**config.mk**
```make
export PLATFORM = sky130hd
export DESIGN_NAME = utf8_stream_decoder_core_flat
export DESIGN_NICKNAME = d
export VERILOG_FILES = /design/src/rtl/core/utf8d_pkg.sv /design/src/rtl/core/utf8d_req_if.sv /design/src/rtl/core/utf8d_rsp_if.sv /design/src/rtl/core/utf8d_decode.sv /design/src/rtl/core/utf8d_result_fifo.sv /design/src/rtl/core/utf8_stream_decoder_core.sv /design/src/flat_wrapper.sv
export SDC_FILE = /design/constraint.sdc
export NUM_CORES = 1
export LEC_CHECK = 0
export ABC_AREA = 1
export ABC_CLOCK_PERIOD_IN_PS = 3400
export BUFFER_PORTS_ARGS = -buffer_cell sky130_fd_sc_hd__buf_2
export CORE_ASPECT_RATIO = 0.75
export CORE_MARGIN = 1
export CORE_UTILIZATION = 60
export DETAILED_ROUTE_END_ITERATION = 8
export PLACE_DENSITY = 0.9
export SLEW_MARGIN = 10
export SYNTH_ARGS = -nofsm -noshare
export SYNTH_HDL_FRONTEND = slang
export SYNTH_SLANG_ARGS = --single-unit
```
**constraint.sdc**
```tcl
create_clock -name clock -period 3.4 [get_ports clock]
set_input_delay 0.34 -clock clock [delete_from_list [all_inputs] [get_ports clock]]
set_output_delay 0.34 -clock clock [all_outputs]
set_load 0.05 [all_outputs]
```
**src/rtl/core/utf8d_pkg.sv**
```systemverilog
package utf8d_pkg;

   localparam int BYTE_W = 8;
   localparam int CP_W   = 31;
   localparam int LEN_W  = 3;

   localparam int RSP_DEPTH = 4;
   localparam int RSP_PTR_W = $clog2(RSP_DEPTH);
   localparam int RSP_CNT_W = $clog2(RSP_DEPTH + 1);

   localparam logic [LEN_W-1:0] LEN_NONE = 3'd0;
   localparam logic [LEN_W-1:0] LEN_2    = 3'd2;
   localparam logic [LEN_W-1:0] LEN_3    = 3'd3;
   localparam logic [LEN_W-1:0] LEN_4    = 3'd4;
   localparam logic [LEN_W-1:0] LEN_5    = 3'd5;
   localparam logic [LEN_W-1:0] LEN_6    = 3'd6;

   localparam logic [BYTE_W-1:0] ASCII_LO = 8'h00;
   localparam logic [BYTE_W-1:0] ASCII_HI = 8'h7f;
   localparam logic [BYTE_W-1:0] CONT_LO  = 8'h80;
   localparam logic [BYTE_W-1:0] CONT_HI  = 8'hbf;
   localparam logic [BYTE_W-1:0] LEAD2_LO = 8'hc0;
   localparam logic [BYTE_W-1:0] LEAD2_HI = 8'hdf;
   localparam logic [BYTE_W-1:0] LEAD3_LO = 8'he0;
   localparam logic [BYTE_W-1:0] LEAD3_HI = 8'hef;
   localparam logic [BYTE_W-1:0] LEAD4_LO = 8'hf0;
   localparam logic [BYTE_W-1:0] LEAD4_HI = 8'hf7;
   localparam logic [BYTE_W-1:0] LEAD5_LO = 8'hf8;
   localparam logic [BYTE_W-1:0] LEAD5_HI = 8'hfb;
   localparam logic [BYTE_W-1:0] LEAD6_LO = 8'hfc;
   localparam logic [BYTE_W-1:0] LEAD6_HI = 8'hfd;

   localparam logic [CP_W-1:0] MIN_LEN2 = 31'h80;
   localparam logic [CP_W-1:0] MIN_LEN3 = 31'h800;
   localparam logic [CP_W-1:0] MIN_LEN4 = 31'h10000;
   localparam logic [CP_W-1:0] MIN_LEN5 = 31'h200000;
   localparam logic [CP_W-1:0] MIN_LEN6 = 31'h4000000;

   typedef struct packed {
      logic [CP_W-1:0] code_point;
      logic            is_ascii;
      logic            bad_sequence;
      logic            last_of_run;
   } result_type;

   typedef struct packed {
      logic [1:0] count;
      result_type first;
      result_type second;
   } step_type;

endpackage

```
**src/rtl/core/utf8d_req_if.sv**
```systemverilog
interface utf8d_req_if;
   logic                           valid;
   logic                           ready;
   logic [utf8d_pkg::BYTE_W-1:0]   in_byte;

   modport source (output valid, output in_byte, input ready);
   modport sink (input valid, input in_byte, output ready);
endinterface

```
**src/rtl/core/utf8d_rsp_if.sv**
```systemverilog
interface utf8d_rsp_if;
   logic                         valid;
   logic                         ready;
   logic [utf8d_pkg::CP_W-1:0]   code_point;
   logic                         is_ascii;
   logic                         bad_sequence;
   logic                         last_of_run;

   modport source (output valid, output code_point, output is_ascii, output bad_sequence,
                   output last_of_run, input ready);
   modport sink (input valid, input code_point, input is_ascii, input bad_sequence,
                 input last_of_run, output ready);
endinterface

```
**src/rtl/core/utf8d_decode.sv**
```systemverilog
module utf8d_decode (
   input  logic                           clock,
   input  logic                           reset,
   input  logic                           step_en,
   input  logic [utf8d_pkg::BYTE_W-1:0]   in_byte,
   output utf8d_pkg::step_type            step
);

   logic [utf8d_pkg::LEN_W-1:0] exp_len_ff, exp_len_in;
   logic [utf8d_pkg::LEN_W-1:0] seen_ff, seen_in;
   logic [utf8d_pkg::CP_W-1:0]  acc_ff, acc_in;

   logic [utf8d_pkg::LEN_W-1:0] lead_len;
   logic [utf8d_pkg::CP_W-1:0]  lead_acc;
   logic                        lead_emit;
   utf8d_pkg::result_type       lead_res;
   utf8d_pkg::result_type       err_res;
   logic                        pending;
   logic [utf8d_pkg::CP_W-1:0]  acc_shift;
   logic [utf8d_pkg::LEN_W-1:0] seen_inc;
   logic [utf8d_pkg::CP_W-1:0]  min_val;

   always_comb begin
      err_res              = '0;
      err_res.bad_sequence = 1'b1;
   end

   always_comb begin
      lead_len  = utf8d_pkg::LEN_NONE;
      lead_acc  = '0;
      lead_emit = 1'b0;
      lead_res  = err_res;
      case (in_byte) inside
         [utf8d_pkg::ASCII_LO:utf8d_pkg::ASCII_HI]: begin
            lead_emit         = 1'b1;
            lead_res          = '0;
            lead_res.code_point = utf8d_pkg::CP_W'(in_byte);
            lead_res.is_ascii = 1'b1;
         end
         [utf8d_pkg::CONT_LO:utf8d_pkg::CONT_HI]: begin
            lead_emit = 1'b1;
         end
         [utf8d_pkg::LEAD2_LO:utf8d_pkg::LEAD2_HI]: begin
            lead_len = utf8d_pkg::LEN_2;
            lead_acc = utf8d_pkg::CP_W'(in_byte[4:0]);
         end
         [utf8d_pkg::LEAD3_LO:utf8d_pkg::LEAD3_HI]: begin
            lead_len = utf8d_pkg::LEN_3;
            lead_acc = utf8d_pkg::CP_W'(in_byte[3:0]);
         end
         [utf8d_pkg::LEAD4_LO:utf8d_pkg::LEAD4_HI]: begin
            lead_len = utf8d_pkg::LEN_4;
            lead_acc = utf8d_pkg::CP_W'(in_byte[2:0]);
         end
         [utf8d_pkg::LEAD5_LO:utf8d_pkg::LEAD5_HI]: begin
            lead_len = utf8d_pkg::LEN_5;
            lead_acc = utf8d_pkg::CP_W'(in_byte[1:0]);
         end
         [utf8d_pkg::LEAD6_LO:utf8d_pkg::LEAD6_HI]: begin
            lead_len = utf8d_pkg::LEN_6;
            lead_acc = utf8d_pkg::CP_W'(in_byte[0]);
         end
         default: begin
            lead_emit = 1'b1;
         end
      endcase
   end

   always_comb begin
      case (exp_len_ff)
         utf8d_pkg::LEN_2: min_val = utf8d_pkg::MIN_LEN2;
         utf8d_pkg::LEN_3: min_val = utf8d_pkg::MIN_LEN3;
         utf8d_pkg::LEN_4: min_val = utf8d_pkg::MIN_LEN4;
         utf8d_pkg::LEN_5: min_val = utf8d_pkg::MIN_LEN5;
         default:          min_val = utf8d_pkg::MIN_LEN6;
      endcase
   end

   assign pending   = (exp_len_ff >= utf8d_pkg::LEN_2) && (exp_len_ff <= utf8d_pkg::LEN_6);
   assign acc_shift = {acc_ff[utf8d_pkg::CP_W-7:0], in_byte[5:0]};
   assign seen_inc  = seen_ff + 3'd1;

   always_comb begin
      exp_len_in = exp_len_ff;
      seen_in    = seen_ff;
      acc_in     = acc_ff;
      step       = '0;
      if (!pending) begin
         exp_len_in   = lead_len;
         seen_in      = (lead_len != utf8d_pkg::LEN_NONE) ? 3'd1 : 3'd0;
         acc_in       = lead_acc;
         step.count   = {1'b0, lead_emit};
         step.first   = lead_res;
      end else if (!in_byte[7]) begin
         // drop the partial sequence, then retake the byte as ASCII
         exp_len_in   = utf8d_pkg::LEN_NONE;
         seen_in      = '0;
         acc_in       = '0;
         step.count   = 2'd2;
         step.first   = err_res;
         step.second  = lead_res;
         step.second.last_of_run = 1'b1;
      end else begin
         acc_in  = acc_shift;
         seen_in = seen_inc;
         if (seen_inc >= exp_len_ff) begin
            exp_len_in = utf8d_pkg::LEN_NONE;
            seen_in    = '0;
            acc_in     = '0;
            step.count = 2'd1;
            if (acc_shift < min_val) begin
               step.first = err_res;
            end else begin
               step.first.code_point = acc_shift;
            end
         end
      end
      if (step.count == 2'd1) begin
         step.first.last_of_run = 1'b1;
      end
   end

   always_ff @(posedge clock) begin
      if (reset) begin
         exp_len_ff <= utf8d_pkg::LEN_NONE;
         seen_ff    <= '0;
         acc_ff     <= '0;
      end else if (step_en) begin
         exp_len_ff <= exp_len_in;
         seen_ff    <= seen_in;
         acc_ff     <= acc_in;
      end
   end

   a_len_legal: assert property (@(posedge clock) disable iff (reset)
      (exp_len_ff == utf8d_pkg::LEN_NONE) || pending)
      else $error("expected length out of range");

   a_idle_clear: assert property (@(posedge clock) disable iff (reset)
      (exp_len_ff == utf8d_pkg::LEN_NONE) |-> (seen_ff == 3'd0))
      else $error("byte count set with no sequence pending");

   a_seen_bound: assert property (@(posedge clock) disable iff (reset)
      pending |-> ((seen_ff >= 3'd1) && (seen_ff < exp_len_ff)))
      else $error("byte count outside pending sequence");

endmodule

```
**src/rtl/core/utf8d_result_fifo.sv**
```systemverilog
module utf8d_result_fifo (
   input  logic                  clock,
   input  logic                  reset,
   input  logic [1:0]            push_cnt,
   input  utf8d_pkg::step_type   push_data,
   output logic                  room2,
   utf8d_rsp_if.source           rsp
);

   utf8d_pkg::result_type               entries_ff [utf8d_pkg::RSP_DEPTH];
   logic [utf8d_pkg::RSP_PTR_W-1:0]     wr_ptr_ff, wr_ptr_in;
   logic [utf8d_pkg::RSP_PTR_W-1:0]     rd_ptr_ff, rd_ptr_in;
   logic [utf8d_pkg::RSP_CNT_W-1:0]     count_ff, count_in;
   logic [utf8d_pkg::RSP_PTR_W-1:0]     wr_ptr_p1;
   logic [utf8d_pkg::RSP_PTR_W-1:0]     wr_ptr_p2;
   logic                                pop;

   function automatic logic [utf8d_pkg::RSP_PTR_W-1:0] ptr_inc(
      input logic [utf8d_pkg::RSP_PTR_W-1:0] p);
      if (p == utf8d_pkg::RSP_PTR_W'(utf8d_pkg::RSP_DEPTH - 1)) begin
         return '0;
      end
      return p + utf8d_pkg::RSP_PTR_W'(1);
   endfunction

   assign wr_ptr_p1 = ptr_inc(wr_ptr_ff);
   assign wr_ptr_p2 = ptr_inc(wr_ptr_p1);
   assign pop       = rsp.valid && rsp.ready;
   assign room2     = count_ff <= utf8d_pkg::RSP_CNT_W'(utf8d_pkg::RSP_DEPTH - 2);

   always_comb begin
      case (push_cnt)
         2'd1:    wr_ptr_in = wr_ptr_p1;
         2'd2:    wr_ptr_in = wr_ptr_p2;
         default: wr_ptr_in = wr_ptr_ff;
      endcase
      rd_ptr_in = pop ? ptr_inc(rd_ptr_ff) : rd_ptr_ff;
      count_in  = count_ff + utf8d_pkg::RSP_CNT_W'(push_cnt)
                  - utf8d_pkg::RSP_CNT_W'(pop);
   end

   always_ff @(posedge clock) begin
      if (reset) begin
         wr_ptr_ff <= '0;
         rd_ptr_ff <= '0;
         count_ff  <= '0;
      end else begin
         wr_ptr_ff <= wr_ptr_in;
         rd_ptr_ff <= rd_ptr_in;
         count_ff  <= count_in;
      end
   end

   always_ff @(posedge clock) begin
      if (push_cnt != 2'd0) begin
         entries_ff[wr_ptr_ff] <= push_data.first;
      end
      if (push_cnt == 2'd2) begin
         entries_ff[wr_ptr_p1] <= push_data.second;
      end
   end

   assign rsp.valid        = count_ff != '0;
   assign rsp.code_point   = entries_ff[rd_ptr_ff].code_point;
   assign rsp.is_ascii     = entries_ff[rd_ptr_ff].is_ascii;
   assign rsp.bad_sequence = entries_ff[rd_ptr_ff].bad_sequence;
   assign rsp.last_of_run  = entries_ff[rd_ptr_ff].last_of_run;

   a_no_overflow: assert property (@(posedge clock) disable iff (reset)
      (push_cnt != 2'd0) |-> room2)
      else $error("result queue overflow");

   a_count_bound: assert property (@(posedge clock) disable iff (reset)
      count_ff <= utf8d_pkg::RSP_CNT_W'(utf8d_pkg::RSP_DEPTH))
      else $error("result queue count out of range");

   a_ptr_track: assert property (@(posedge clock) disable iff (reset)
      (count_ff == '0) |-> (wr_ptr_ff == rd_ptr_ff))
      else $error("empty queue with pointers apart");

endmodule

```
**src/rtl/core/utf8_stream_decoder_core.sv**
```systemverilog
// Byte-serial decoder for the original UTF-8 form (1 to 6 byte sequences, code
// points up to 31 bits). Each byte transaction on req_chan gives zero, one or two
// result transactions on rsp_chan: a pending sequence cut by a byte below 0x80
// yields an error and then the ASCII character. A byte is registered on accept and
// decoded into a four-entry result queue once that queue has room, so a result passes the
// input register and then the queue before it appears. One byte is taken per cycle while
// the queue holds two entries or fewer; results leave at one per cycle while rsp_chan is
// ready, so bytes that produce two results each fill the queue and stall the input.
module utf8_stream_decoder_core (
   input  logic          clock,
   input  logic          reset,
   utf8d_req_if.sink     req_chan,
   utf8d_rsp_if.source   rsp_chan
);

   logic                           in_vld_ff, in_vld_in;
   logic [utf8d_pkg::BYTE_W-1:0]   in_byte_ff;
   logic                           req_take;
   logic                           advance;
   logic                           room2;
   logic [1:0]                     push_cnt;
   utf8d_pkg::step_type            step;

   assign advance        = in_vld_ff && room2;
   assign req_chan.ready = !in_vld_ff || advance;
   assign req_take       = req_chan.valid && req_chan.ready;
   assign push_cnt       = advance ? step.count : 2'd0;

   always_comb begin
      if (req_take) begin
         in_vld_in = 1'b1;
      end else if (advance) begin
         in_vld_in = 1'b0;
      end else begin
         in_vld_in = in_vld_ff;
      end
   end

   always_ff @(posedge clock) begin
      if (reset) begin
         in_vld_ff <= 1'b0;
      end else begin
         in_vld_ff <= in_vld_in;
      end
   end

   always_ff @(posedge clock) begin
      if (req_take) begin
         in_byte_ff <= req_chan.in_byte;
      end
   end

   utf8d_decode u_decode (
      .clock   (clock),
      .reset   (reset),
      .step_en (advance),
      .in_byte (in_byte_ff),
      .step    (step)
   );

   utf8d_result_fifo u_result_fifo (
      .clock     (clock),
      .reset     (reset),
      .push_cnt  (push_cnt),
      .push_data (step),
      .room2     (room2),
      .rsp       (rsp_chan)
   );

   a_hold_byte: assert property (@(posedge clock) disable iff (reset)
      (in_vld_ff && !advance) |=> (in_vld_ff && $stable(in_byte_ff)))
      else $error("held byte lost while stalled");

   a_stall_ready: assert property (@(posedge clock) disable iff (reset)
      (in_vld_ff && !room2) |-> !req_chan.ready)
      else $error("byte taken while result queue is full");

endmodule
```
**src/flat_wrapper.sv**
```systemverilog
// flat-port wrapper written by rule: the top's interface ports become plain ports
module utf8_stream_decoder_core_flat 
  (clock, reset, req_chan_valid, req_chan_in_byte, req_chan_ready, rsp_chan_valid, rsp_chan_code_point, rsp_chan_is_ascii, rsp_chan_bad_sequence, rsp_chan_last_of_run, rsp_chan_ready);
  utf8d_req_if req_chan_i ();
  utf8d_rsp_if rsp_chan_i ();
  input  logic clock;
  input  logic reset;
  input wire logic [$bits(req_chan_i.valid)-1:0] req_chan_valid;
  input wire logic [$bits(req_chan_i.in_byte)-1:0] req_chan_in_byte;
  output wire logic [$bits(req_chan_i.ready)-1:0] req_chan_ready;
  output wire logic [$bits(rsp_chan_i.valid)-1:0] rsp_chan_valid;
  output wire logic [$bits(rsp_chan_i.code_point)-1:0] rsp_chan_code_point;
  output wire logic [$bits(rsp_chan_i.is_ascii)-1:0] rsp_chan_is_ascii;
  output wire logic [$bits(rsp_chan_i.bad_sequence)-1:0] rsp_chan_bad_sequence;
  output wire logic [$bits(rsp_chan_i.last_of_run)-1:0] rsp_chan_last_of_run;
  input wire logic [$bits(rsp_chan_i.ready)-1:0] rsp_chan_ready;
  assign req_chan_i.valid = req_chan_valid;
  assign req_chan_i.in_byte = req_chan_in_byte;
  assign req_chan_ready = req_chan_i.ready;
  assign rsp_chan_valid = rsp_chan_i.valid;
  assign rsp_chan_code_point = rsp_chan_i.code_point;
  assign rsp_chan_is_ascii = rsp_chan_i.is_ascii;
  assign rsp_chan_bad_sequence = rsp_chan_i.bad_sequence;
  assign rsp_chan_last_of_run = rsp_chan_i.last_of_run;
  assign rsp_chan_i.ready = rsp_chan_ready;
  utf8_stream_decoder_core u_core (.clock(clock), .reset(reset), .req_chan(req_chan_i), .rsp_chan(rsp_chan_i));
endmodule
```
Word-level counts from Yosys, hierarchy flattened. Memory sizes are Yosys's and may differ from the RTL's. A register that Yosys moved wholly into a read port is not among the register bits. Index checks and enable logic that the tools add are counted.

$add $sub $neg: 6. $lt $le $gt $ge: 19. Equality and inequality tests: 11. Mux-type cells: 60. Reductions and logical operators: 19.

Operators by type and width (count): 27-bit case mux with 4 select lines (1); 25-bit 2-to-1 mux (3); 36-bit 2-to-1 mux (2); 34-bit 2-to-1 mux (2); 8-bit greater-or-equal comparator, second input constant (6); 8-bit <= comparator, second input constant (6); 3-bit 2-to-1 mux (14); 35-bit 2-to-1 mux (1); 31-bit by 27-bit less-than comparator with 1-bit output (1); 31-bit 2-to-1 mux (1); 2-bit 2-to-1 mux (11); 1-bit 2-to-1 mux (19); 5-bit 2-to-1 mux (3); 1-bit logical AND (11); 11-bit 2-to-1 mux (1); 2-bit == test, second input constant (4); 8-bit by 1-bit greater-or-equal comparator with 1-bit output, second input constant (1); 8-bit by 7-bit <= comparator with 1-bit output, second input constant (1); 2-bit by 1-bit adder with 2-bit output, second input constant (3); 3-bit by 2-bit == test with 1-bit output, second input constant (2); 3-bit == test, second input constant (2); 2-bit nonzero test (3); 3-bit nonzero test (2); 2-bit by 1-bit == test with 1-bit output, second input constant (2); other kinds (13) (13).

Bits in registers: 47. RAM bits: 136. Input port bits: 12. Output and inout port bits: 36. Word-level logic and storage cells: 124. Memories: 1.

Memories: u_core.u_result_fifo.entries_ff (words 4, width 34, rd ports 1, clocked after Yosys merged registers in 1, write ports 2, RTL line utf8d_result_fifo.sv:10) `utf8d_pkg::result_type entries_ff [utf8d_pkg::RSP_DEPTH];`.

Depth between registers and ports, before layout. Gate-level depths: netlist of the first run.

Depth in word-level cells: 14. Mapped depth: 16. Depth with buffers taken out: 14.

Modules after synthesis. From an unflattened synthesis of the first run, not the netlist that was laid out.

Cells, all modules: 1096. Area, all modules: 9725.6 µm².

By module, submodules not included: utf8d_result_fifo (instances 1, cells each 745, area an instance 7065.5 µm², sequential area each 4264.1 µm²); utf8d_decode (instances 1, cells each 331, area an instance 2349.8 µm², sequential area each 620.6 µm²); utf8_stream_decoder_core (instances 1, cells each 20, area an instance 310.3 µm², sequential area each 260.2 µm²).

Least setup slack after synthesis of the first run. Ideal clock, no wire load.

Path type: reg-to-reg. Start point: register u_core.u_decode.seen_ff[0] (netlist bit). End point: memory u_core.u_result_fifo.entries_ff[0][0] (netlist bit), data pin. Library setup time: 0.264 ns. Data arrival time: 2.855 ns. Data required time: 3.136 ns. Setup slack: 0.281 ns. Cell stages (with the launch flop): 17. Buffers on the path: 2. Clock period less this slack: 3.119 ns. Cells stage by stage: dfxtp_1 > ha_1 > xnor2_1 > inv_1 > ha_1 > a21oi_1 > nand3_1 > o211ai_2 > or2_1 > ha_1 > buf_4 > nand2_2 > inv_1 > nor2_4 > inv_1 > buf_2 > o21ai_0.

RTL lines: start, declared (RTL line utf8d_decode.sv:10) `logic [utf8d_pkg::LEN_W-1:0] seen_ff, seen_in;`; start signal, assigned (RTL line utf8d_decode.sv:130) `seen_ff <= seen_in;`; end, declared (RTL line utf8d_result_fifo.sv:10).

==> results of run 1 <==
## worst paths after layout
path | cells past startpoint | slack [ns] | to
worst max register to register | 13 | 0.12 | u_core.u_result_fifo.entries_ff[3][8]
worst min register to register | 2 | 0.47 | u_core.u_result_fifo.entries_ff[1][25]
worst min-delay path | 1 | 0.07 | u_core.in_byte_ff[1]
worst max-delay path | 13 | 0.12 | u_core.u_result_fifo.entries_ff[3][8]
## cell usage in the layout, fill, tap and decap left out, types with 3 or more instances in the layout
cell	synthesis	final
nand3_1	135	135
dfxtp_1	133	132
nor2_1	119	119
nand2_1	115	115
o21ai_0	109	109
inv_1	63	62
o21ai_1	60	60
edfxtp_1	52	52
buf_2	8	47
o22ai_1	34	34
o21ai_2	33	33
ha_1	22	22
buf_4	2	21
nand3_4	19	19
clkbuf_16	0	18
a211oi_1	15	15
a21oi_1	14	14
nand2_2	13	13
nor3_1	9	9
inv_2	7	7
nor2_4	6	6
nand2_4	4	4
inv_8	0	4
nand3b_1	3	3
clkinv_8	1	3
o211ai_1	3	3
clkinv_4	0	3
## registers in the layout, summed over array words and instances, names as in the netlist, named ones only
| signal | count |
|---|---|
| u_core.in_byte_ff | 8 |
| u_core.in_vld_ff | 1 |
| u_core.u_decode.acc_ff | 25 |
| u_core.u_decode.exp_len_ff | 3 |
| u_core.u_decode.seen_ff | 3 |
| u_core.u_result_fifo.count_ff | 3 |
| u_core.u_result_fifo.entries_ff | 136 |
| u_core.u_result_fifo.rd_ptr_ff | 2 |
| u_core.u_result_fifo.wr_ptr_ff | 2 |
## report_power, final
part           switching [mW]  leakage (nW)  internal (mW)
logic                    1.94          1.98          0.602
registers               0.155          1.54           2.40
clock network           0.961         0.288           1.02
total                    3.05          3.80           4.03
## per-layer routing
layer / wire length, um / part of all wire / up-vias / global-route usage
li1: - / - / 3692 / -
met2: 10900 / 0.45 / 541 / 0.507
met4: 618 / 0.026 / 0 / 0.119
met5: 0 / 0 / - / 0
met1: 9750 / 0.40 / 3726 / 0.430
met3: 2900 / 0.12 / 72 / 0.0886
## final cells by class
class | instances | area [um2]
clock buffers | 20 | 458
clock inverters | 12 | 128
fillers | 1096 | 4630
inverters | 73 | 290
multi-input cells | 730 | 4140
flip-flops and latches | 185 | 4230
well taps | 200 | 250
repair buffers | 70 | 424
## through the flow
stage               cell area, um2  instances  setup slack (ns)  utilization
CTS                           9910       1290             0.208        0.681
detailed placement            9330       1258             0.349        0.641
global route                  9910       1290            0.0106        0.681
finish                        9910       1290             0.123        0.681
floorplan                     8980       1054             0.281            -
global placement              9330       1258             0.493        0.641
## kinds of logic after synthesis
group	after synthesis	synth area share
simple gates	430	0.244
compound gates	274	0.181
flops	185	0.470
buf+inv	139	0.0688
fa+ha+maj	23	0.0329
xor+xnor	3	0.00293
## cell usage after synthesis (2+ instances only)
library cell    n  area [um2]
a211oi_1       15         113
a21oi_1        14        70.1
buf_12          3        60.1
buf_2           8        40.0
buf_4           2        15.0
clkbuf_1       49         184
clkbuf_2        2        10.0
dfxtp_1       133        2660
edfxtp_1       52        1560
ha_1           22         275
inv_1          63         236
inv_2           7        26.3
nand2_1       115         432
nand2_2        13        81.3
nand2_4         4        45.0
nand3_1       135         676
nand3_4        19         333
nand3b_1        3        22.5
nand4_1         2        12.5
nor2_1        119         447
nor2_2          2        12.5
nor2_4          6        67.6
nor3_1          9        45.0
o211ai_1        3        22.5
o21ai_0       109         546
o21ai_1        60         300
o21ai_2        33         289
o22ai_1        34         213
xnor2_1         2        17.5
## worst max-delay path, delay by kind of cell, from the launching register on
| kind | cells | cell delay (ns) |
|---|---|---|
| adder cells (fa/ha/maj) | 3 | 0.93 |
| XOR/XNOR | 1 | 0.18 |
| buffers and inverters | 1 | 0.07 |
| AO/OA/AOI/OAI | 2 | 0.31 |
| flip-flops | 1 | 0.34 |
| AND/OR/NAND/NOR | 6 | 1.32 |
==> reports/qor.txt, run 1 <==
Status - finished clean
H-tree depth - 4
Post-route ant nets - 0
Worst vdd rail ir drop - 0.000440 V
Cell Area, Synth - 8980 um2
CP max FO - 8
Largest net degree at the start of global routing - 69
Power Dens Cells - 714 nW/um2
Post-synth top flop - dfxtp_1
Setup CP Type - reg2reg
Max Slew Vio Count - 0
Synth Area per Inst - 8.52 um2
# diodes - 0
First-pass GRT wire length - 38100 um
Share of layout cells above drive strength 1 - 0.176
Slowest CP cell - nor2_1
FFs w/ async S/R, synth - 0
Worst-Margin Slew - 0.790 ns
CP max stage delay - 0.52 ns
Final hold violations - 0
Initial antenna violation count - 1
Unrepaired setup endpoints after global routing - no
Final #Nets - 1112
Clock latency on the worst-skew pair - 0.44 ns
Critical path startpoint - u_core.u_decode.seen_ff[0]
Worst EP required - 3.70 ns
Fin crit period - 3.28 ns
GP Congestion - 0.968
Total GRT Usage - 0.324
Min-Delay Path Class - in2reg
Fin Setup TNS - 0 ns
Via density - 6.23
Crit path cell chain - ha_1 -> xnor2_1 -> inv_1 -> ha_1 -> a21oi_1 -> nand3_1 -> o211ai_2 -> or2_1 -> ha_1 -> nand2_2 -> nor2_1 -> nand2_1 -> nand2_1
Clock transition at path regs - 0.07 ns
Ports - 48
Clock root buffer - clkbuf_16
Worst slew margin - 0.473
DRC viols - 0
Max Root-Sink Buffers - 2
EDFF count, synth - 52
DR pass1 iterations - 9
Hold slack - 0.0710 ns
FF-to-FF Start - u_core.u_decode.seen_ff[0]
HP Start - req_chan_in_byte[1]
Vias in the first global route - 7360
Initial Utilization - 0.617
Setup crit end kind - flop
CP dominant cell by count - ha_1
Yosys warning count - 0
Max-cap viol count - 0
Die Wd - 143 um
CTS Buf Count - 17
Post-CTS resize count - 0
Critical Path Source Type - flop
GR Overflow Total - 0
Final setup viols - 0
Area Overhead vs Synth - 10.4%
Post-CTS Setup Bufs - 0
Post-DP HPWL - 15100 um
Post-synth cell types - 45
Die span in y - 108 um
Period Utilization, post-route - 0.964
P_leak - 3.80 nW
Worst Path Arrival - 3.58 ns
Initial DRC count - 1174
Core ar. - 14500 um2
Post-CTS Hold Fix Bufs - 0
# rows - 38
FMAX - 305 MHz
Sink Count - 185
PortBufs - 47
Final wirelength - 24100 um
Detailed-route wire length per cell - 18.7 um
Final Skew - 0.0110 ns
Seq cells post-synth - 185
CTS tree - done
Final Power - 7.08 mW
Mapped Nets - 1089
Mapped Cells - 1054
Register area share after synthesis - 0.470
DIE AREA - 15500 um2
Via count - 8031
No activity file was read; power rests on OpenSTA's default activity.
==> run 2, diff against run 1 <==
CELL_PAD_IN_SITES_DETAIL_PLACEMENT = 1   (was not set)
CELL_PAD_IN_SITES_GLOBAL_PLACEMENT = 1   (was not set)
CORE_UTILIZATION = 47   (was 60)
PLACE_DENSITY = 0.92   (was 0.9)
==> run 2 against run 1 <==
  * Sequential cell count unchanged
  * Die area up 27%
  * Worst setup slack improved by 0.042 ns
  * Fmax is 1.3% higher
  * Combinational power is 6% higher
  * Global-route usage barely moved
  * Non-clock buffer count grew 10
  * Clock power about the same
  * Clock-buffer cell count down 3
  * Cell area grew 1.5%
  * Largest cell class unchanged
==> reports/qor.txt, run 2 (synthesis results as in run 1) <==
Setup CP Type - reg2reg (unchanged)
Placed Area - 9430 um2 (was 9330 um2)
Placed cell count - 1311 (was 1258)
P_leak - 3.84 nW (was 3.80 nW)
Min-Delay Path Class - in2reg (unchanged)
Final hold violations - 0 (unchanged)
First-pass GRT wire length - 48200 um (was 38100 um)
Worst EP required - 3.66 ns (was 3.70 ns)
H-tree depth - 4 (unchanged)
Slowest CP cell - dfxtp_1 (was nor2_1)
Power Dens Cells - 719 nW/um2 (was 714 nW/um2)
Final Skew - 0.0156 ns (was 0.0110 ns)
Final setup viols - 0 (unchanged)
FMAX - 309 MHz (was 305 MHz)
Final WS setup - 0.165 ns (was 0.123 ns)
Via density - 6.24 (was 6.23)
Fin crit period - 3.24 ns (was 3.28 ns)
DIE AREA - 19700 um2 (was 15500 um2)
Setup crit end kind - flop (unchanged)
Pre-CTS WS - 0.155 ns (was 0.349 ns)
Initial DRC count - 934 (was 1174)
Most common cell after layout, fill and taps aside - nand3_1 (unchanged)
Clock transition at path regs - 0.07 ns (about the same)
Unrepaired setup endpoints after global routing - no (unchanged)
Worst slew margin - 0.431 (was 0.473)
Worst vdd rail ir drop - 0.000356 V (was 0.000440 V)
Top delay family on crit path - simple AND/OR/NAND/NOR gates (unchanged)
WP depth - 14 (was 13)
Worst Path Arrival - 3.50 ns (was 3.58 ns)
Core ar. - 18600 um2 (was 14500 um2)
# diodes - 0 (unchanged)
CP dominant cell by count - ha_1 (unchanged)
DRC viols - 0 (unchanged)
Fill count - 2252 (was 1096)
Die span in y - 122 um (was 108 um)
Reg with most FFs - u_core.u_result_fifo.entries_ff (unchanged)
Clock root buffer - clkbuf_16 (unchanged)
DR pass1 iterations - 5 (was 9)
Max Root-Sink Buffers - 2 (unchanged)
CTS Buf Count - 17 (unchanged)
PortBufs - 47 (unchanged)
Sink Count - 185 (unchanged)
Detailed-route wire length per cell - 23.0 um (was 18.7 um)
Max Slew Vio Count - 0 (unchanged)
GP Congestion - 0.873 (was 0.968)
Max reg flops - 136 (unchanged)
Critical Path Source Type - flop (unchanged)
Clock latency on the worst-skew pair - 0.46 ns (was 0.44 ns)
Via count - 8408 (was 8031)
Crit path cell chain - ha_1 -> xnor2_1 -> inv_1 -> ha_1 -> nand3b_1 -> nand3_1 -> o211ai_2 -> or2_1 -> ha_1 -> nor2_1 -> inv_1 -> nor2_4 -> inv_2 -> o21ai_0 (was ha_1 -> xnor2_1 -> inv_1 -> ha_1 -> a21oi_1 -> nand3_1 -> o211ai_2 -> or2_1 -> ha_1 -> nand2_2 -> nor2_1 -> nand2_1 -> nand2_1)
Die Wd - 162 um (was 143 um)
Total GRT Usage - 0.323 (was 0.324)
Worst-Margin Slew - 0.853 ns (was 0.790 ns)
Final wirelength - 31000 um (was 24100 um)
Share of layout cells above drive strength 1 - 0.191 (was 0.176)
Ports - 48 (unchanged)
CP max stage delay - 0.35 ns (was 0.52 ns)
Period Utilization, post-route - 0.952 (was 0.964)
Fin Setup TNS - 0 ns (unchanged)
Hold slack - 0.0668 ns (was 0.0710 ns)
CP max FO - 13 (was 8)
Most frequent cells in the layout - 135 x nand3_1, 132 x dfxtp_1, 115 x nor2_1, 115 x nand2_1, 109 x o21ai_0 (was 135 x nand3_1, 132 x dfxtp_1, 119 x nor2_1, 115 x nand2_1, 109 x o21ai_0)
Area of the multi-input gates - 4150 um2 (was 4140 um2)
Initial Utilization - 0.482 (was 0.617)
Design area - 10100 um2 (was 9910 um2)
Area Overhead vs Synth - 12.0% (was 10.4%)
Worst Path Buf+Inv - 3 (was 1)
Initial antenna violation count - 0 (was 1)
Post-route ant nets - 0 (unchanged)
GR Overflow Total - 0 (unchanged)
Max-cap viol count - 0 (unchanged)
Hold path depth - 1 (unchanged)
Vias in the first global route - 8717 (was 7360)
Status - finished clean (unchanged)
Regs by FF count - u_core.u_result_fifo.entries_ff x136, u_core.u_decode.acc_ff x25, u_core.in_byte_ff x8 (unchanged)
CTS tree - done (unchanged)
Post-DP HPWL - 19100 um (was 15100 um)
# rows - 43 (was 38)
Largest net degree at the start of global routing - 69 (unchanged)
Final #Nets - 1122 (was 1112)
Final non-filler cell total - 1347 (was 1290)
Reg area - 4230 um2 (unchanged)
R2R cell count - 14 (was 13)
[run 2: path summary, 6_finish.rpt]
kind | from | to | slack [ns]
worst max-delay path | u_core.u_decode.seen_ff[0] | u_core.u_result_fifo.entries_ff[3][2] | 0.16
worst min-delay path | req_chan_in_byte[5] | u_core.in_byte_ff[5] | 0.07
worst max register to register | u_core.u_decode.seen_ff[0] | u_core.u_result_fifo.entries_ff[3][2] | 0.16
worst min register to register | u_core.u_result_fifo.entries_ff[0][22] | u_core.u_result_fifo.entries_ff[0][22] | 0.48
[run 2: cell type report]
type,count,share of cell area
inverters,73,0.0292
clock inverters,15,0.0154
clock buffers,17,0.0423
repair buffers,80,0.0496
well taps,247,0.0307
flip-flops and latches,185,0.420
multi-input cells,730,0.413
[run 2: power by group]
group / leakage (nW) / switching [mW] / internal [mW] / total, mW
Sequential: 1.54 / 0.159 / 2.40 / 2.56
Combinational: 2.02 / 2.06 / 0.619 / 2.68
Clock: 0.280 / 1.01 / 0.981 / 1.99
[run 2: metal layers]
| metal | up-vias | part of all wire | GRT usage |
|---|---|---|---|
| met3 | 82 | 0.083 | 0.0844 |
| met1 | 4191 | 0.42 | 0.409 |
| met5 | - | 0 | 0 |
| met4 | 0 | 0.027 | 0.143 |
| met2 | 423 | 0.47 | 0.522 |
| li1 | 3712 | - | - |
[run 2: timing repair]
item / 4_1_cts / 5_1_grt
resized for setup: 1 / 6
pin swaps: 1 / 1
hold buffers: 0 / 0
endpoints found under the setup margin: 16 / 93
buffers inserted: 3 / 1
[run 2: per-stage QoR]
step	utilization	total power, mW
2_1_floorplan	-	4.56
3_3_place_gp	0.507	5.12
3_5_place_dp	0.507	5.21
4_1_cts	0.539	7.22
5_1_grt	0.540	7.51
6_report	0.540	7.24
==> run 3, diff against run 2 <==
CORE_ASPECT_RATIO = not set   (was 0.75)
==> run 3 against run 2 <==
  * Power increased by 1.5%
  * Final cell count down 0.74%
  * Hold slack got worse by 0.0029 ns
  * Core utilization hardly changed
  * Critical path type unchanged
  * Critical endpoint is now u_core.u_result_fifo.entries_ff[0][9]
==> reports/qor.txt, run 3 (synthesis results as in run 1) <==
Final non-filler cell total - 1337 (was 1347)
Most common cell after layout, fill and taps aside - nand3_1 (unchanged)
Final Power - 7.35 mW (was 7.24 mW)
Post-DP HPWL - 19000 um (was 19100 um)
H-tree depth - 4 (unchanged)
Hold slack - 0.0639 ns (was 0.0668 ns)
Largest net degree at the start of global routing - 69 (unchanged)
Clock latency on the worst-skew pair - 0.46 ns (about the same)
Worst vdd rail ir drop - 0.000534 V (was 0.000356 V)
Vias in the first global route - 8802 (was 8717)
Worst slew margin - 0.371 (was 0.431)
Final setup viols - 0 (unchanged)
Clock transition at path regs - 0.07 ns (about the same)
Max Slew Vio Count - 0 (unchanged)
Via count - 8378 (was 8408)
Min-Delay Path Class - in2reg (unchanged)
DR pass1 iterations - 5 (unchanged)
# diodes - 0 (unchanged)
Die Wd - 140 um (was 162 um)
Final hold violations - 0 (unchanged)
Sink Count - 185 (unchanged)
Setup CP Type - reg2reg (unchanged)
Reg with most FFs - u_core.u_result_fifo.entries_ff (unchanged)
Post-CTS Hold Fix Bufs - 0 (unchanged)
Initial antenna violation count - 0 (unchanged)
Reg area - 4230 um2 (unchanged)
CP max FO - 11 (was 13)
Clock root buffer - clkbuf_16 (unchanged)
Max reg flops - 136 (unchanged)
Max Root-Sink Buffers - 2 (unchanged)
Period Utilization, post-route - 0.974 (was 0.952)
Final Skew - 0.0144 ns (was 0.0156 ns)
Placed cell count - 1298 (was 1311)
Worst Path Arrival - 3.40 ns (was 3.50 ns)
Fill count - 2209 (was 2252)
Detailed-route wire length per cell - 23.7 um (was 23.0 um)
Total GRT Usage - 0.326 (was 0.323)
Core ar. - 18700 um2 (was 18600 um2)
Max-cap viol count - 0 (unchanged)
Die span in y - 140 um (was 122 um)
PortBufs - 47 (unchanged)
GP Congestion - 0.842 (was 0.873)
Final WS setup - 0.0867 ns (was 0.165 ns)
Final wirelength - 31700 um (was 31000 um)
Ports - 48 (unchanged)
Design area - 10100 um2 (about the same)
Worst EP required - 3.49 ns (was 3.66 ns)
Final #Nets - 1125 (was 1122)
Area of the multi-input gates - 4180 um2 (was 4150 um2)
CTS tree - done (unchanged)
Area Overhead vs Synth - 12.6% (was 12.0%)
Post-route ant nets - 0 (unchanged)
Worst-Margin Slew - 0.937 ns (was 0.853 ns)
GR Overflow Total - 0 (unchanged)
Via density - 6.27 (was 6.24)
P_leak - 3.89 nW (was 3.84 nW)
Placed Area - 9430 um2 (about the same)
Setup crit end kind - flop (unchanged)
Status - finished clean (unchanged)
Power Dens Cells - 726 nW/um2 (was 719 nW/um2)
CTS Buf Count - 17 (unchanged)
Regs by FF count - u_core.u_result_fifo.entries_ff x136, u_core.u_decode.acc_ff x25, u_core.in_byte_ff x8 (unchanged)
Initial DRC count - 879 (was 934)
Most frequent cells in the layout - 135 x nand3_1, 132 x dfxtp_1, 115 x nor2_1, 115 x nand2_1, 109 x o21ai_0 (unchanged)
Fin crit period - 3.31 ns (was 3.24 ns)
Initial Utilization - 0.480 (was 0.482)
# rows - 50 (was 43)
DRC viols - 0 (unchanged)
FMAX - 302 MHz (was 309 MHz)
Share of layout cells above drive strength 1 - 0.193 (was 0.191)
First-pass GRT wire length - 49000 um (was 48200 um)
DIE AREA - 19700 um2 (about the same)
Critical Path Source Type - flop (unchanged)
Pre-CTS WS - 0.155 ns (about the same)
-- run 3: changes by cell type in the layout (fill, tap and decap cells not counted), moves of 2 or more --
cell and change:
inv_8 -2, clkinvlp_4 -3, inv_6 +5, buf_4 +2, clkinv_4 -2
-- run 3: path summary, 6_finish.rpt --
| path | from | endpoint | slack, ns | cells past startpoint |
|---|---|---|---|---|
| worst max register to register | u_core.u_decode.seen_ff[0] | u_core.u_result_fifo.entries_ff[0][9] | 0.09 | 12 |
| worst min register to register | u_core.u_result_fifo.entries_ff[2][24] | u_core.u_result_fifo.entries_ff[2][24] | 0.48 | 2 |
| worst min-delay path | req_chan_in_byte[3] | u_core.in_byte_ff[3] | 0.06 | 1 |
| worst max-delay path | u_core.u_decode.seen_ff[0] | u_core.u_result_fifo.entries_ff[0][9] | 0.09 | 12 |
-- run 3: stage by stage --
step | setup TNS [ns] | utilization
2_1_floorplan | 0 | -
3_3_place_gp | 0 | 0.504
3_5_place_dp | 0 | 0.504
4_1_cts | 0 | 0.538
5_1_grt | -0.224 | 0.541
6_report | 0 | 0.541
-- run 3: critical path, cell delays in order (launching register included) --
cell and delay, ns:
dfxtp_1 0.35, ha_1 0.25, xnor2_2 0.18, inv_1 0.12, ha_4 0.30, nand3b_1 0.10
nand3_1 0.18, o211ai_2 0.12, or2_1 0.31, ha_1 0.26, inv_1 0.13, nand2_1 0.14
nand2_1 0.51
-- run 3: per-layer routing --
| metal | track usage | wire, um |
|---|---|---|
| met4 | 0.150 | 1160 |
| met3 | 0.0626 | 2020 |
| met1 | 0.391 | 12700 |
| met5 | 0 | 0 |
| met2 | 0.566 | 15900 |
-- run 3: final cells by class --
type | count | area share
inverters | 73 | 0.0287
well taps | 234 | 0.0289
repair buffers | 83 | 0.0528
multi-input cells | 730 | 0.413
flip-flops and latches | 185 | 0.418
clock buffers | 18 | 0.0424
clock inverters | 14 | 0.0167
-- run 3: repair_timing --
| action | CTS | global route |
|---|---|---|
| gates resized for setup | 7 | 2 |
| setup buffers | 1 | 6 |
| pin swaps | 4 | 3 |
| endpoints found under the setup margin | 104 | 99 |
-- run 3: where the power goes --
part	internal, mW	switching, mW
Combinational	0.640	2.04
Clock	1.06	1.01
Sequential	2.40	0.187
Total	4.10	3.24
